[src/rtl/core/ridp_pkg.sv]
// Shared types and constants for the row image to display page packer.
// Depends on nothing; imported by the top level and ridp_merge.
package ridp_pkg;

	// Widest pixel group the datapath is built around (bytes per item)
	localparam int MAX_LANES = 8;

	// Register indexes, decoded from paddr[2]
	localparam logic REG_COLUMN_COUNT = 1'b0;
	localparam logic REG_ROW_COUNT    = 1'b1;

	// Register reset values
	localparam logic [7:0] COLUMN_COUNT_RESET = 8'd128;
	localparam logic [6:0] ROW_COUNT_RESET    = 7'd64;

	// Set-position command bytes
	localparam logic [7:0] CMD_PAGE_BASE = 8'hB0;
	localparam logic [7:0] CMD_COL_HIGH  = 8'h10;
	localparam logic [7:0] CMD_COL_LOW   = 8'h00;
	localparam logic [3:0] CMD_BYTES     = 4'd3;

	// Control handed to the merge stage for one read-modify-write
	typedef struct packed {
		logic [2:0]           row_bit;   // bit of each column byte this row owns
		logic                 first_row; // first row of a page: clear whole bytes
		logic [MAX_LANES-1:0] lane_live; // lane lies inside the image width
	} merge_ctl_t;

endpackage

[src/rtl/core/row_image_to_display_pages_top.sv]
// Top level of the row image to display page packer: control, config port, output register.
// Depends on ridp_pkg, ridp_ram and ridp_merge.
//
// Takes a row-major image, PIXELS_PER_ITEM byte pixels per request (zero byte = lit), and
// builds display pages in a page store of ceil(MAX_COLUMNS / PIXELS_PER_ITEM) entries.
// Each pixel request reads its store entry when it is accepted, then merges the group
// into it and writes it back in ST_MERGE. After the last group of a page's eighth
// row, or of the image's last row, the block emits a set-position command request
// (0xB0+page, 0x10, 0x00) and then one data request per group; each data request is
// a store read (ST_READ), then a load into the output register (ST_DATA). The input
// is held off until the page's last data request is loaded, output stalls included.
// Writing either register restarts the image at row 0. Every store entry is rewritten
// on the first row of a page before it is read out, so no clearing pass follows reset.
module row_image_to_display_pages_top import ridp_pkg::*; #(
	parameter int MAX_COLUMNS     = 128,
	parameter int MAX_ROWS        = 64,
	parameter int PIXELS_PER_ITEM = 8
) (
	input  logic        clk,
	input  logic        arst_n,
	// APB-style register port
	input  logic        psel,
	input  logic        penable,
	input  logic        pwrite,
	input  logic [2:0]  paddr,
	input  logic [31:0] pwdata,
	output logic [31:0] prdata,
	output logic        pready,
	// Pixel input
	input  logic        in_valid,
	output logic        in_ready,
	input  logic [63:0] pixel_group,
	// Page output
	output logic        out_valid,
	input  logic        out_ready,
	output logic        is_command,
	output logic [63:0] payload,
	output logic [3:0]  byte_count,
	output logic        last_of_page
);

	localparam int STORE_DEPTH = (MAX_COLUMNS + PIXELS_PER_ITEM - 1) / PIXELS_PER_ITEM;
	localparam int AW          = (STORE_DEPTH > 1) ? $clog2(STORE_DEPTH) : 1;
	localparam int BW          = $clog2(MAX_COLUMNS + PIXELS_PER_ITEM + 1);
	localparam int RW          = $clog2(MAX_ROWS + 1);
	localparam int RIW         = $clog2(MAX_ROWS);
	localparam int EW          = PIXELS_PER_ITEM * 8;

	typedef enum logic [4:0] {
		ST_IDLE  = 5'b00001,
		ST_MERGE = 5'b00010,
		ST_CMD   = 5'b00100,
		ST_READ  = 5'b01000,
		ST_DATA  = 5'b10000
	} state_t;

	state_t          state_q, state_d;
	logic [7:0]      col_q;
	logic [6:0]      rows_q;
	logic [AW-1:0]   group_q;
	logic [BW-1:0]   base_q;
	logic [RIW-1:0]  row_q;
	logic [7:0]      cmd_page_q;
	logic [63:0]     pixel_s1;

	logic            out_valid_q;
	logic            is_command_q;
	logic [63:0]     payload_q;
	logic [3:0]      byte_count_q;
	logic            last_of_page_q;

	logic            cfg_wr;
	logic            in_acc;
	logic            slot_free;
	logic [8:0]      col_w, cols_w;
	logic [BW-1:0]   cols_eff;
	logic [7:0]      rows_w, rows_sat;
	logic [RW-1:0]   rows_eff;
	logic            last_row;
	logic [RIW-1:0]  row_next;
	logic [2:0]      row_bit;
	logic [BW-1:0]   left;
	logic            grp_last;
	logic [3:0]      data_cnt;
	logic            emit_page;
	logic            load_cmd, load_data;
	merge_ctl_t      merge_ctl;
	logic [EW-1:0]   ram_rdata, merged;
	logic            ram_re, ram_we;
	logic [63:0]     rdata_ext, data_payload;

	// Register port
	assign pready = 1'b1;
	assign cfg_wr = psel && penable && pwrite;

	always_comb begin
		case (paddr[2])
			REG_COLUMN_COUNT: prdata = 32'(col_q);
			REG_ROW_COUNT:    prdata = 32'(rows_q);
			default:          prdata = 32'd0;
		endcase
	end

	// Effective image size: zero reads as one, oversize saturates
	assign col_w    = {1'b0, col_q};
	assign cols_w   = (col_q == 8'd0) ? 9'd1 :
	                  ((col_w > 9'(MAX_COLUMNS)) ? 9'(MAX_COLUMNS) : col_w);
	assign cols_eff = BW'(cols_w);
	assign rows_w   = {1'b0, rows_q};
	assign rows_sat = (rows_q == 7'd0) ? 8'd1 :
	                  ((rows_w > 8'(MAX_ROWS)) ? 8'(MAX_ROWS) : rows_w);
	assign rows_eff = RW'(rows_sat);

	// Row and group position
	assign row_bit   = row_q[2:0];
	assign last_row  = (RW'(row_q) + RW'(1)) == rows_eff;
	assign row_next  = last_row ? '0 : row_q + RIW'(1);
	assign emit_page = (row_bit == 3'd7) || last_row;
	assign left      = cols_eff - base_q;
	assign grp_last  = left <= BW'(PIXELS_PER_ITEM);
	assign data_cnt  = (left < BW'(PIXELS_PER_ITEM)) ? 4'(left) : 4'(PIXELS_PER_ITEM);

	// Handshakes
	assign in_ready  = (state_q == ST_IDLE);
	assign in_acc    = in_valid && in_ready;
	assign slot_free = !out_valid_q || out_ready;
	assign load_cmd  = (state_q == ST_CMD) && slot_free;
	assign load_data = (state_q == ST_DATA) && slot_free;

	// Merge control
	always_comb begin
		merge_ctl.row_bit   = row_bit;
		merge_ctl.first_row = (row_bit == 3'd0);
		for (int i = 0; i < MAX_LANES; i++) begin
			merge_ctl.lane_live[i] = (i < PIXELS_PER_ITEM) && ((base_q + BW'(i)) < cols_eff);
		end
	end

	// Page store
	assign ram_re = in_acc || (state_q == ST_READ);
	assign ram_we = (state_q == ST_MERGE);

	ridp_ram #(
		.WIDTH (EW),
		.DEPTH (STORE_DEPTH)
	) u_store (
		.clk     (clk),
		.we      (ram_we),
		.waddr   (group_q),
		.wdata   (merged),
		.re      (ram_re),
		.raddr   (group_q),
		.rdata_q (ram_rdata)
	);

	ridp_merge #(
		.LANES (PIXELS_PER_ITEM)
	) u_merge (
		.ctl       (merge_ctl),
		.pixels    (pixel_s1[EW-1:0]),
		.entry_old (ram_rdata),
		.entry_new (merged)
	);

	// Data item: keep only the bytes inside the image width
	assign rdata_ext = 64'(ram_rdata);
	always_comb begin
		for (int i = 0; i < MAX_LANES; i++) begin
			data_payload[8*i +: 8] = (4'(i) < data_cnt) ? rdata_ext[8*i +: 8] : 8'h00;
		end
	end

	// Next state
	always_comb begin
		state_d = state_q;
		case (state_q)
			ST_IDLE: begin
				if (in_acc) state_d = ST_MERGE;
			end
			ST_MERGE: begin
				state_d = (grp_last && emit_page) ? ST_CMD : ST_IDLE;
			end
			ST_CMD: begin
				if (slot_free) state_d = ST_READ;
			end
			ST_READ: begin
				state_d = ST_DATA;
			end
			ST_DATA: begin
				if (slot_free) state_d = grp_last ? ST_IDLE : ST_READ;
			end
			default: state_d = ST_IDLE;
		endcase
	end

	// Control registers and position counters
	always_ff @(posedge clk or negedge arst_n) begin
		if (!arst_n) begin
			state_q <= ST_IDLE;
			col_q   <= COLUMN_COUNT_RESET;
			rows_q  <= ROW_COUNT_RESET;
			group_q <= '0;
			base_q  <= '0;
			row_q   <= '0;
		end else begin
			state_q <= state_d;
			if (cfg_wr) begin
				case (paddr[2])
					REG_COLUMN_COUNT: col_q  <= pwdata[7:0];
					REG_ROW_COUNT:    rows_q <= pwdata[6:0];
					default: ;
				endcase
				group_q <= '0;
				base_q  <= '0;
				row_q   <= '0;
			end else if ((state_q == ST_MERGE) || load_data) begin
				// Step to the next group, or wrap at the end of the row / page
				if (grp_last) begin
					group_q <= '0;
					base_q  <= '0;
				end else begin
					group_q <= group_q + AW'(1);
					base_q  <= base_q + BW'(PIXELS_PER_ITEM);
				end
				if ((state_q == ST_MERGE) && grp_last) begin
					row_q <= row_next;
				end
			end
		end
	end

	// Pixel and command page hold registers
	always_ff @(posedge clk) begin
		if (in_acc) begin
			pixel_s1 <= pixel_group;
		end
		if (state_q == ST_MERGE) begin
			cmd_page_q <= CMD_PAGE_BASE + 8'(row_q >> 3);
		end
	end

	// Output register valid
	always_ff @(posedge clk or negedge arst_n) begin
		if (!arst_n) begin
			out_valid_q <= 1'b0;
		end else if (load_cmd || load_data) begin
			out_valid_q <= 1'b1;
		end else if (out_ready) begin
			out_valid_q <= 1'b0;
		end
	end

	// Output register payload
	always_ff @(posedge clk) begin
		if (load_cmd) begin
			is_command_q   <= 1'b1;
			payload_q      <= {40'd0, CMD_COL_LOW, CMD_COL_HIGH, cmd_page_q};
			byte_count_q   <= CMD_BYTES;
			last_of_page_q <= 1'b0;
		end else if (load_data) begin
			is_command_q   <= 1'b0;
			payload_q      <= data_payload;
			byte_count_q   <= data_cnt;
			last_of_page_q <= grp_last;
		end
	end

	assign out_valid    = out_valid_q;
	assign is_command   = is_command_q;
	assign payload      = payload_q;
	assign byte_count   = byte_count_q;
	assign last_of_page = last_of_page_q;

	// A command request is always followed by a data request of the same page
	a_cmd_then_data: assert property (@(posedge clk) disable iff (!arst_n)
		(out_valid && out_ready && is_command) |=> !(out_valid && is_command))
		else $error("command request followed by another command");

	// Data requests carry between one and PIXELS_PER_ITEM bytes
	a_data_count: assert property (@(posedge clk) disable iff (!arst_n)
		(out_valid && !is_command) |->
			(byte_count != 4'd0) && (byte_count <= 4'(PIXELS_PER_ITEM)))
		else $error("data request byte count out of range");

	// The end-of-page mark never sits on a command request
	a_cmd_not_last: assert property (@(posedge clk) disable iff (!arst_n)
		out_valid |-> !(is_command && last_of_page))
		else $error("command request marked last of page");

	// No pixel request is taken while a page is being read out
	a_no_input_in_readout: assert property (@(posedge clk) disable iff (!arst_n)
		load_data |-> !in_ready)
		else $error("pixel request accepted during page readout");

endmodule

[src/rtl/core/ridp_ram.sv]
// Generic single-port-write, single-port-read RAM with registered read data.
// Depends on nothing; used for the page store.
module ridp_ram #(
	parameter int WIDTH = 64,
	parameter int DEPTH = 16
) (
	input  logic                                   clk,
	input  logic                                   we,
	input  logic [(DEPTH > 1 ? $clog2(DEPTH) : 1)-1:0] waddr,
	input  logic [WIDTH-1:0]                       wdata,
	input  logic                                   re,
	input  logic [(DEPTH > 1 ? $clog2(DEPTH) : 1)-1:0] raddr,
	output logic [WIDTH-1:0]                       rdata_q
);

	logic [WIDTH-1:0] mem_q [DEPTH];

	// Write port
	always_ff @(posedge clk) begin
		if (we) begin
			mem_q[waddr] <= wdata;
		end
	end

	// Read port, data held until the next read
	always_ff @(posedge clk) begin
		if (re) begin
			rdata_q <= mem_q[raddr];
		end
	end

endmodule

[src/rtl/core/ridp_merge.sv]
// Merges one pixel group into a page store entry for the current row.
// Depends on ridp_pkg (merge_ctl_t).
module ridp_merge import ridp_pkg::*; #(
	parameter int LANES = 8
) (
	input  merge_ctl_t         ctl,
	input  logic [LANES*8-1:0] pixels,
	input  logic [LANES*8-1:0] entry_old,
	output logic [LANES*8-1:0] entry_new
);

	// Per column byte: optional clear, then set or clear this row's bit
	always_comb begin
		entry_new = entry_old;
		for (int i = 0; i < LANES; i++) begin
			if (ctl.first_row) begin
				entry_new[8*i +: 8] = 8'h00;
			end
			entry_new[8*i + int'(ctl.row_bit)] = 1'b0;
			if (ctl.lane_live[i] && (pixels[8*i +: 8] == 8'h00)) begin
				entry_new[8*i + int'(ctl.row_bit)] = 1'b1;
			end
		end
	end

endmodule
[config.mk]
export PLATFORM = sky130hd
export DESIGN_NAME = row_image_to_display_pages_top
export DESIGN_NICKNAME = d
export VERILOG_FILES = /design/src/rtl/core/ridp_pkg.sv /design/src/rtl/core/row_image_to_display_pages_top.sv /design/src/rtl/core/ridp_ram.sv /design/src/rtl/core/ridp_merge.sv
export SDC_FILE = /design/constraint.sdc
export NUM_CORES = 1
export LEC_CHECK = 0
export BUFFER_PORTS_ARGS = -buffer_cell sky130_fd_sc_hd__buf_4
export CORE_MARGIN = 3
export CORE_UTILIZATION = 40
export DETAILED_ROUTE_END_ITERATION = 7
export HOLD_SLACK_MARGIN = 0.02
export PLACE_DENSITY_LB_ADDON = 0.2
export REMOVE_ABC_BUFFERS = 1
export SLEW_MARGIN = 20
export SYNTH_ARGS = -nofsm -noshare
export SYNTH_HDL_FRONTEND = slang
export SYNTH_SLANG_ARGS = --single-unit
export TNS_END_PERCENT = 20
[constraint.sdc]
create_clock -name clk -period 9.8 [get_ports clk]
set_input_delay 1.47 -clock clk [delete_from_list [all_inputs] [get_ports clk]]
set_output_delay 1.47 -clock clk [all_outputs]
set_load 0.02 [all_outputs]
# --- Word-level counts from Yosys, hierarchy flattened ---
# Memories as Yosys holds them, arrays and structs flattened. A register that Yosys moved wholly into a read port is not among the register bits.
# Cells that the tools add are included.
totals:
  reg_bits: 181
  ram_bits: 1024
  input_bits: 106
  memories: 1
op_classes:
  addsub: 20
  n_lt_le_gt_ge: 36
  eq_ne: 10
  n_mux: 68
  bitwise: 25
  n_reduce_logical: 48
mem_list:
  columns: ["memory", "depth", "width", "read_ports", "rd_clocked_by_memory_dff", "wr", "line", "rtl"]
  rows:
  - ["u_store.mem_q", 16, 64, 1, 1, 1, "ridp_ram.sv:16", "logic [WIDTH-1:0] mem_q [DEPTH];"]
ops:
  columns: ["op", "n"]
  rows:
  - ["64-bit AND", 8]
  - ["64-bit 2-to-1 mux", 8]
  - ["64-bit NOT", 7]
  - ["64-bit OR", 7]
  - ["32-bit by 1-bit greater-or-equal comparator with 1-bit output, second input constant", 7]
  - ["32-bit by 8-bit < comparator with 1-bit output, second input constant", 7]
  - ["8-bit 2-to-1 mux", 23]
  - ["8-bit zero test", 9]
  - ["8-bit < comparator", 8]
  - ["8-bit NOT with 64-bit output", 1]
  - ["64-bit by 8-bit OR with 64-bit output", 1]
  - ["32-bit one-hot mux with 2 select lines", 1]
  - ["1-bit demux with 6-bit select", 7]
  - ["8-bit by 3-bit adder with 8-bit output, second input constant", 4]
  - ["6-bit by 3-bit adder with 7-bit output, first input constant", 4]
  - ["5-bit one-hot mux with 5 select lines", 1]
  - ["6-bit 2-to-1 mux", 4]
  - ["1-bit logical AND", 23]
  - ["4-bit 2-to-1 mux", 5]
  - ["8-bit by 2-bit adder with 8-bit output, second input constant", 2]
  - ["3-bit by 4-bit < comparator with 1-bit output, first input constant", 4]
  - ["5-bit 2-to-1 mux", 3]
  - ["7-bit 2-to-1 mux", 2]
  - ["5-bit by 3-bit adder with 6-bit output, first input constant", 2]
  - ["36 further kinds", 59]

# --- Logic depth before layout (Yosys ltp) ---
# Gate-level depths: netlist (run 1).
logic_depth:
  depth_word: 36
  ltp_mapped: 13
  mapped_depth_nobuf: 11

# --- Modules after synthesis ---
# From an unflattened synthesis (run 1), not the netlist that was laid out.
unflattened:
  cells_unflattened: 2416
  hier_area_um2: 48664.2
by_module_without_submodules:
  columns: ["mod", "n_inst", "cells_per_inst", "area_each_um2", "seq_area_each_um2"]
  rows:
  - ["ridp_ram", 1, 1647, 40226.1, 32671.3]
  - ["row_image_to_display_pages_top", 1, 590, 7223.2, 4398.0]
  - ["ridp_merge", 1, 179, 1214.9, 0.0]

# --- Worst setup path before layout (run 1) ---
# Ideal clock, no wire load.
synth_timing:
  path_type: "input to register"
  start: "in in_valid"
  end: "reg u_store.rdata_q[0], read port of u_store.mem_q (enable)"
  t_arrival_ns: 7.739
  t_required_ns: 9.156
  path_slack_ns: 1.417
  path_stages: 4
  path_buffers: 0
  cell_sequence: "nand2_1 -> nor2_1 -> a21oi_1 -> nor4_1"
synth_via:
  elab_chain_cells: 2
synth_lines:
  columns: ["item", "line", "rtl"]
  rows:
  - ["from (decl)", "row_image_to_display_pages_top.sv:30", "input logic in_valid,"]
  - ["1-bit logical AND", "row_image_to_display_pages_top.sv:125", "assign in_acc = in_valid && in_ready;"]
  - ["1-bit logical OR", "row_image_to_display_pages_top.sv:140", "assign ram_re = in_acc || (state_q == ST_READ);"]
  - ["named net ram_re", "row_image_to_display_pages_top.sv:89", "logic ram_re, ram_we;"]
  - ["to (decl)", "ridp_ram.sv:13", "output logic [WIDTH-1:0] rdata_q"]
# The timed path passes the listed nets, and every way through them passes these cells.
# A chain may end at the register's enable or synchronous reset.

# --- Final worst setup path (run 1) ---
layout_timing:
  start: "reg col_q[7]"
  end: "mem u_store.mem_q[6][59], data pin"
layout_via:
  elab_chain_cells: 28
  word_cells_on_any_way: 43
  classes_between: "order compare (9); mux (11); bitwise (14); reduce/logical (9)"
layout_lines:
  columns: ["item", "line", "rtl"]
  rows:
  - ["from (decl)", "row_image_to_display_pages_top.sv:58", "logic [7:0] col_q;"]
  - ["from (signal assigned)", "row_image_to_display_pages_top.sv:209", "REG_COLUMN_COUNT: col_q <= pwdata[7:0];"]
  - ["8-bit greater-than comparator", "row_image_to_display_pages_top.sv:107", "((col_w > 9'(MAX_COLUMNS)) ? 9'(MAX_COLUMNS) : col_w);"]
  - ["8-bit 2-to-1 mux", "row_image_to_display_pages_top.sv:107", null]
  - ["8-bit 2-to-1 mux (*)", "row_image_to_display_pages_top.sv:106", "assign cols_w = (col_q == 8'd0) ? 9'd1 :"]
  - ["8-bit < comparator", "row_image_to_display_pages_top.sv:135", "merge_ctl.lane_live[i] = (i < PIXELS_PER_ITEM) && ((base_q + BW'(i)) < cols_eff);"]
  - ["1-bit logical AND", "ridp_merge.sv:20", "if (ctl.lane_live[i] && (pixels[8*i +: 8] == 8'h00)) begin"]
  - ["64-bit 2-to-1 mux", "ridp_merge.sv:20", null]
  - ["64-bit AND (no source line)", null, null]
  - ["64-bit OR (no source line)", null, null]
  - ["(+13 left out)", null, null]
  - ["64-bit AND (no source line)", null, null]
  - ["64-bit OR (no source line)", null, null]
  - ["64-bit 2-to-1 mux", "ridp_merge.sv:20", null]
  - ["8-bit 2-to-1 mux", "ridp_merge.sv:16", "if (ctl.first_row) begin"]
  - ["64-bit AND (no source line)", null, null]
  - ["64-bit OR (no source line)", null, null]
  - ["64-bit 2-to-1 mux (*)", "ridp_merge.sv:20", null]
  - ["named net merged[59]", "row_image_to_display_pages_top.sv:88", "logic [EW-1:0] ram_rdata, merged;"]
  - ["to (decl)", "ridp_ram.sv:16", null]
# The timed path passes the listed nets; every way through them passes the cells marked *.

==> metrics, run 1 <==
crit path launch type flop; Max VDD drop 0.219 mV; CTS tree done; Clock Latency Late Sink 740 ps; Die Area 0.125 mm^2; Gate Count Post-Synth 2270; vias per cell 5.65; Final Slew Violations 0; worst clock skew 33.1 ps; FILL cells 9834; Mapped Area 0.0484 mm^2; CTS Buf Count 133; final hold violation count 0; Layout area overhead 16.5%; r2r startpoint col_q[7]; GP Congestion 0.826; DPL Wire Length 61500 um; clock-pin slew on the worst setup and hold paths 60 ps; clock root buffer clkbuf_16; fmax 232 MHz; vias in the first global route 24902; Crit Path Max Fanout 16; Min-Delay Path Class flop to flop; min cycle time layout 4310 ps; dpl ws 5120 ps; status finished clean; largest net degree at the start of global routing 138; synth cell count leaders 1163 x edfxtp_1, 320 x mux4_2, 92 x clkbuf_1; Pleak 0.0185 uW; CP Capture Type flop; drt drc 0; Site Rows 127; Yosys top cell area share 72.1%; kind of critical path flop to flop; max_slew headroom 26.8%; Power per Cell Area 259 mW/mm^2; Die Y 354 um; synth top area cells edfxtp_1 72%, mux4_2 15%, dfxtp_1 2.6%; initial antenna violation count 4; Arr. time, crit path 4690 ps; final net count 2680; Synth Register Bits 1261; total routed wirelength 122000 um; Buffers on Ports 159; final setup margin 5490 ps; syn avg cell area 21.3 um^2; CTS sink cnt 1261; layout cell share with drive strength beyond 1 31.8%; placed cell count 4019; fin crit share 43.9%; total gr overflow 0; Core Region 0.120 mm^2; Starting DRT DRC Count 2465; cell with the most instances after synthesis edfxtp_1; Setup Buffers After CTS 0; final core utilization 47.0%; synth warn 0; Setup crit start col_q[7]; Hold Path Origin byte_count[3]; WL per Instance 28.5 um; measured slew at the worst slew-check pin 1100 ps; Via Count 24124; clk buf depth 3; RSZ-0062 raised after global routing false; chip width 354 um; sequential area share after synthesis 76.6%; Starting Density 40.4%; number of distinct library cells after synthesis 61; GRT Total Usage 19.4%; boundary pin count 211; cell taking the most area after synthesis edfxtp_1; EDFF count, synth 1163; Synth Flop Type edfxtp_1; non-filler instance count after layout 4268; DRT Pass-1 Iters 6; Synth async-reset ratio 2.85%; CTS resizes 0; CP Data Required Time 10180 ps; Final ANT Viol Nets 0; Hold Buf Count CTS 0; H-tree levels 4; first-pass GRT wire length 175000 um; Max Cap Violations 0; # setup viols final 0
layout make-up:
type	instances	area [um^2]	share of cell area, %
flip-flops and latches	1261	37100	65.8
multi-input cells	869	10900	19.3
clock buffers	183	3740	6.64
repair buffers	265	2050	3.63
well taps	1612	2020	3.58
clock inverters	56	526	0.932
inverters	21	78.8	0.140
diodes	1	2.50	0.00444
path summary, 6_finish.rpt:
path                                        end  slack [ps]  cells past startpoint
min in group asynchronous              col_q[4]         710                      1
max in group asynchronous            group_q[3]        8700                      1
min                               byte_count[3]         450                      1
min reg2reg                       byte_count[3]         450                      1
max                        u_store.mem_q[6][59]        5490                     11
max reg2reg                u_store.mem_q[6][59]        5490                     11
power breakdown:
group          total, uW  switching [uW]  leakage [uW]  internal (uW)
clock               4890            2020       0.00208           2870
sequential          6760             297        0.0117           6460
combinational       2970            1510       0.00469           1460
metal layers:
layer | global-route usage, % | share of wire [%]
met4 | 5.62 | 2.3
met2 | 31.8 | 49
met5 | 0 | 0
met3 | 3.97 | 6.5
met1 | 26.4 | 42
per-stage QoR:
stage / area (um^2) / TNS (ps) / power [uW] / hold WS [ps]
final: 56400 / 0 / 14600 / 454
after global routing: 56400 / 0 / 15200 / 479
after CTS: 56300 / 0 / 14800 / 461
after detailed placement: 52000 / 0 / 9870 / 448
after global placement: 52000 / 0 / 9800 / 440
after floorplan: 47900 / -3328970 / 9710 / 461
critical path, cell delays in order (launching register included):
cell	delay, ps
dfstp_2	580
inv_1	130
nand2_1	120
inv_1	50
ha_1	400
or2_2	350
maj3_1	350
a21oi_1	160
nor2b_1	60
o21ai_0	240
nand4_1	540
o21ai_1	970
sequential cells by signal, indices dropped and copies added (netlist names), 3 cells and up:
signal,cells
state_q,5
group_q,4
rows_q,7
u_store.rdata_q,64
u_store.mem_q,1024
cmd_page_q,3
byte_count,4
col_q,8
row_q,6
base_q,5
payload,64
pixel_s1,64
logic make-up after synthesis:
| group | share of synthesized area [%] |
|---|---|
| flip-flops | 76.6 |
| multiplexers | 15.4 |
| AND/OR/NAND/NOR | 2.65 |
| AO/OA/AOI/OAI | 3.08 |
| buffers and inverters | 1.47 |
| adder cells (fa/ha/maj) | 0.615 |
| XOR/XNOR | 0.181 |
| other | 0.0155 |
layout by cell type, fill, tap and decap left out, types with 16 or more instances in the layout:
master        n
clkinv_2     16
clkinv_1     18
mux4_2      320
clkbuf_16   139
edfxtp_1   1163
o21ai_1      26
conb_1       26
nor2_1       31
inv_1        21
mux2_2       22
ha_1         23
a21oi_1      18
o21ai_0      57
dfxtp_1      62
dfrtp_1      29
nand3_1      80
nand2_1      36
a22o_1       56
nor4_1       17
clkbuf_1     34
buf_4       257
Note: power is estimated with default switching activity, not from simulation.
==> inputs of run 2 (changes only) <==
--- a/config.mk
+++ b/config.mk
@@ -5,6 +5,7 @@
 export SDC_FILE = /design/constraint.sdc
 export NUM_CORES = 1
 export LEC_CHECK = 0
+export ABC_AREA = 1
 export BUFFER_PORTS_ARGS = -buffer_cell sky130_fd_sc_hd__buf_4
 export CORE_MARGIN = 3
 export CORE_UTILIZATION = 40
==> constraint.sdc (replaced) <==
create_clock -name clk -period 4.1 [get_ports clk]
set_input_delay 0.615 -clock clk [delete_from_list [all_inputs] [get_ports clk]]
set_output_delay 0.615 -clock clk [all_outputs]
set_load 0.02 [all_outputs]
==> run 2 against run 1 <==
Sequential power rose to 2.6 times the previous value. Cell area up 3.2%. Synthesized area rose by 1.8%. Combinational power grew to 3.8 times the previous value. Non-clock buffer count up 103. Via count up 34%. Clock-buffer cell count down 10. Sequential cell count is the same. Critical path depth up 2. Clock skew increased by 0.95 ps. Critical endpoint is now u_store.mem_q[10][52]. Largest cell class unchanged.
==> metrics, run 2 <==
final hold violation count 0; CTS sink cnt 1261; Starting Density 40.4%; final setup margin 689 ps; Mapped Area 0.0493 mm^2; drt drc 0; Power per Cell Area 695 mW/mm^2; Setup Buffers After CTS 0; r2r startpoint col_q[0]; Critical Path Sink u_store.mem_q[10][52]; Synth async-reset ratio 2.85%; commonest non-fill, non-tap cells in the layout 1163 x edfxtp_1, 618 x o21ai_0, 550 x nor2_1; total routed wirelength 141000 um; worst clock skew 34.1 ps; setup_tns 0 ps; kind of critical path flop to flop; RSZ-0062 raised after global routing false; Max VDD drop 0.574 mV; Min-Delay Path Class input pin to flop; hold slack final 76.4 ps; r2r setup slk 690 ps; Reg2Reg Depth 13; Buffers on Ports 159; DPL Wire Length 70900 um; chip width 357 um; max_slew headroom 22.7%; clock-pin slew on the worst setup and hold paths 60 ps; layout cell share with drive strength beyond 1 13.3%; non-filler instance count after layout 5870; Core Region 0.122 mm^2; cell taking the most area after synthesis edfxtp_1; reg2reg end u_store.mem_q[10][52]; synth cell count leaders 1163 x edfxtp_1, 619 x o21ai_0, 571 x nor2_1; Max Cap Violations 0; GP Congestion 0.833; Die Area 0.127 mm^2; commonest non-fill, non-tap cell in the layout edfxtp_1; largest net degree at the start of global routing 235; CP Data Required Time 4680 ps; final net count 4269; Crit Path Max Fanout 9; Pleak 0.0200 uW; number of distinct library cells after synthesis 43; clock root buffer clkbuf_16; synth top area cells edfxtp_1 71%, o21ai_0 6.3%, nor2_1 4.3%; CTS tree done; min cycle time layout 3410 ps; Via Count 32373; Final ANT Viol Nets 0; measured slew at the worst slew-check pin 1160 ps; Die Y 357 um; final instance area 0.0582 mm^2; Synth Register Bits 1261; WL per Instance 24.0 um; H-tree levels 4; Starting DRT DRC Count 3159; first-pass GRT wire length 206000 um; Post-DP Area 0.0533 mm^2; Setup crit start col_q[0]; CTS resizes 0; Gate Count Post-Synth 3874; vias per cell 5.51; sequential area share after synthesis 75.2%; Clock Latency Late Sink 750 ps; total gr overflow 0; Yosys top cell area share 70.9%; clk buf depth 3; initial antenna violation count 0; synth warn 0; boundary pin count 211; syn avg cell area 12.7 um^2; fmax 293 MHz; Site Rows 128; Layout area overhead 18.0%; max FFs per register 1024; CP Capture Type flop; Biggest register u_store.mem_q; Synth Flop Type edfxtp_1; EDFF count, synth 1163; DRT Pass-1 Iters 6; crit path launch type flop; status finished clean; vias in the first global route 30749; GRT Total Usage 21.8%; fin crit share 83.2%; # setup viols final 0; placed cell count 5572; cell with the most instances after synthesis edfxtp_1; Final Slew Violations 0; dpl ws 726 ps; Arr. time, crit path 3990 ps; CTS Buf Count 133
run 2: cell types whose count changed in the layout (fill, tap and decap cells not counted), sizes merged, moves of 73 or more:
| cell | delta |
|---|---|
| o21ai | +544 |
| nor2 | +530 |
| o22ai | +256 |
| nand2 | +458 |
| nand3 | +73 |
| mux4 | -320 |
run 2: how the worst min path moves through the flow:
stage | cells past startpoint | slack, ps | endpoint | start
after CTS | 1 | 20 | pixel_s1[18] | pixel_group[18]
final | 1 | 80 | pixel_s1[18] | pixel_group[18]
after global routing | 1 | 30 | pixel_s1[18] | pixel_group[18]
after detailed placement | 2 | 440 | payload[48] | payload[48]
after global placement | 2 | 440 | payload[36] | payload[36]
after floorplan | 0 | 320 | base_q[3] | arst_n
run 2: worst max-delay path, cell delays in order, from the launching register on:
cell and delay (ps):
dfrtp_1 450, nor2_1 130, nand2_1 90, o21ai_2 200, inv_1 80, nor2_1 150
inv_1 100, ha_1 340, nand3_1 110, nor3_1 80, o21ai_0 170, nand4_1 330
o21ai_0 740, buf_4 280
run 2: metal layers:
layer | track usage (%) | up-vias | wire length, um | share of wire (%)
met3 | 3.40 | 201 | 9620 | 6.8
met1 | 30.8 | 16281 | 61400 | 44
met4 | 6.28 | 0 | 3470 | 2.5
met5 | 0 | - | 0 | 0
met2 | 35.1 | 1210 | 66500 | 47
li1 | - | 14681 | - | -
run 2: cell families (layout without fill, tap and decap cells):
| logic type | Yosys count | after routing | share of synthesized area, % |
|---|---|---|---|
| buf+inv | 339 | 685 | 2.81 |
| xor+xnor | 12 | 12 | 0.213 |
| other cells | 2 | 27 | 0.0152 |
| simple gates | 1322 | 1322 | 11.1 |
| fa+ha+maj | 23 | 23 | 0.584 |
| flops | 1261 | 1261 | 75.2 |
| compound gates | 915 | 915 | 10.1 |
run 2: cell type report:
class	count	area (um^2)
diodes	1	2.50
clock buffers	173	3630
clock inverters	66	692
fillers	10734	63900
inverters	78	310
multi-input cells	2298	11100
flip-flops and latches	1261	37100
well taps	1625	2030
repair buffers	368	3320
run 2: per-stage QoR:
stage	util, %	power (uW)
floorplan	-	23300
global placement	43.6	28600
detailed placement	43.6	28700
CTS	47.7	40700
global route	47.7	42500
finish	47.7	40400
run 2: where the power goes:
| group | internal [uW] | switching, uW | total [uW] |
|---|---|---|---|
| Combinational | 3190 | 7990 | 11200 |
| Clock | 6970 | 4940 | 11900 |
| Sequential | 16800 | 548 | 17300 |
| Total | 26900 | 13500 | 40400 |
run 2: timing repair:
item                                   in CTS  in global routing
setup endpoints to repair                   0                  0
endpoints found under the hold margin      90                  0
hold buffers                               58                  0
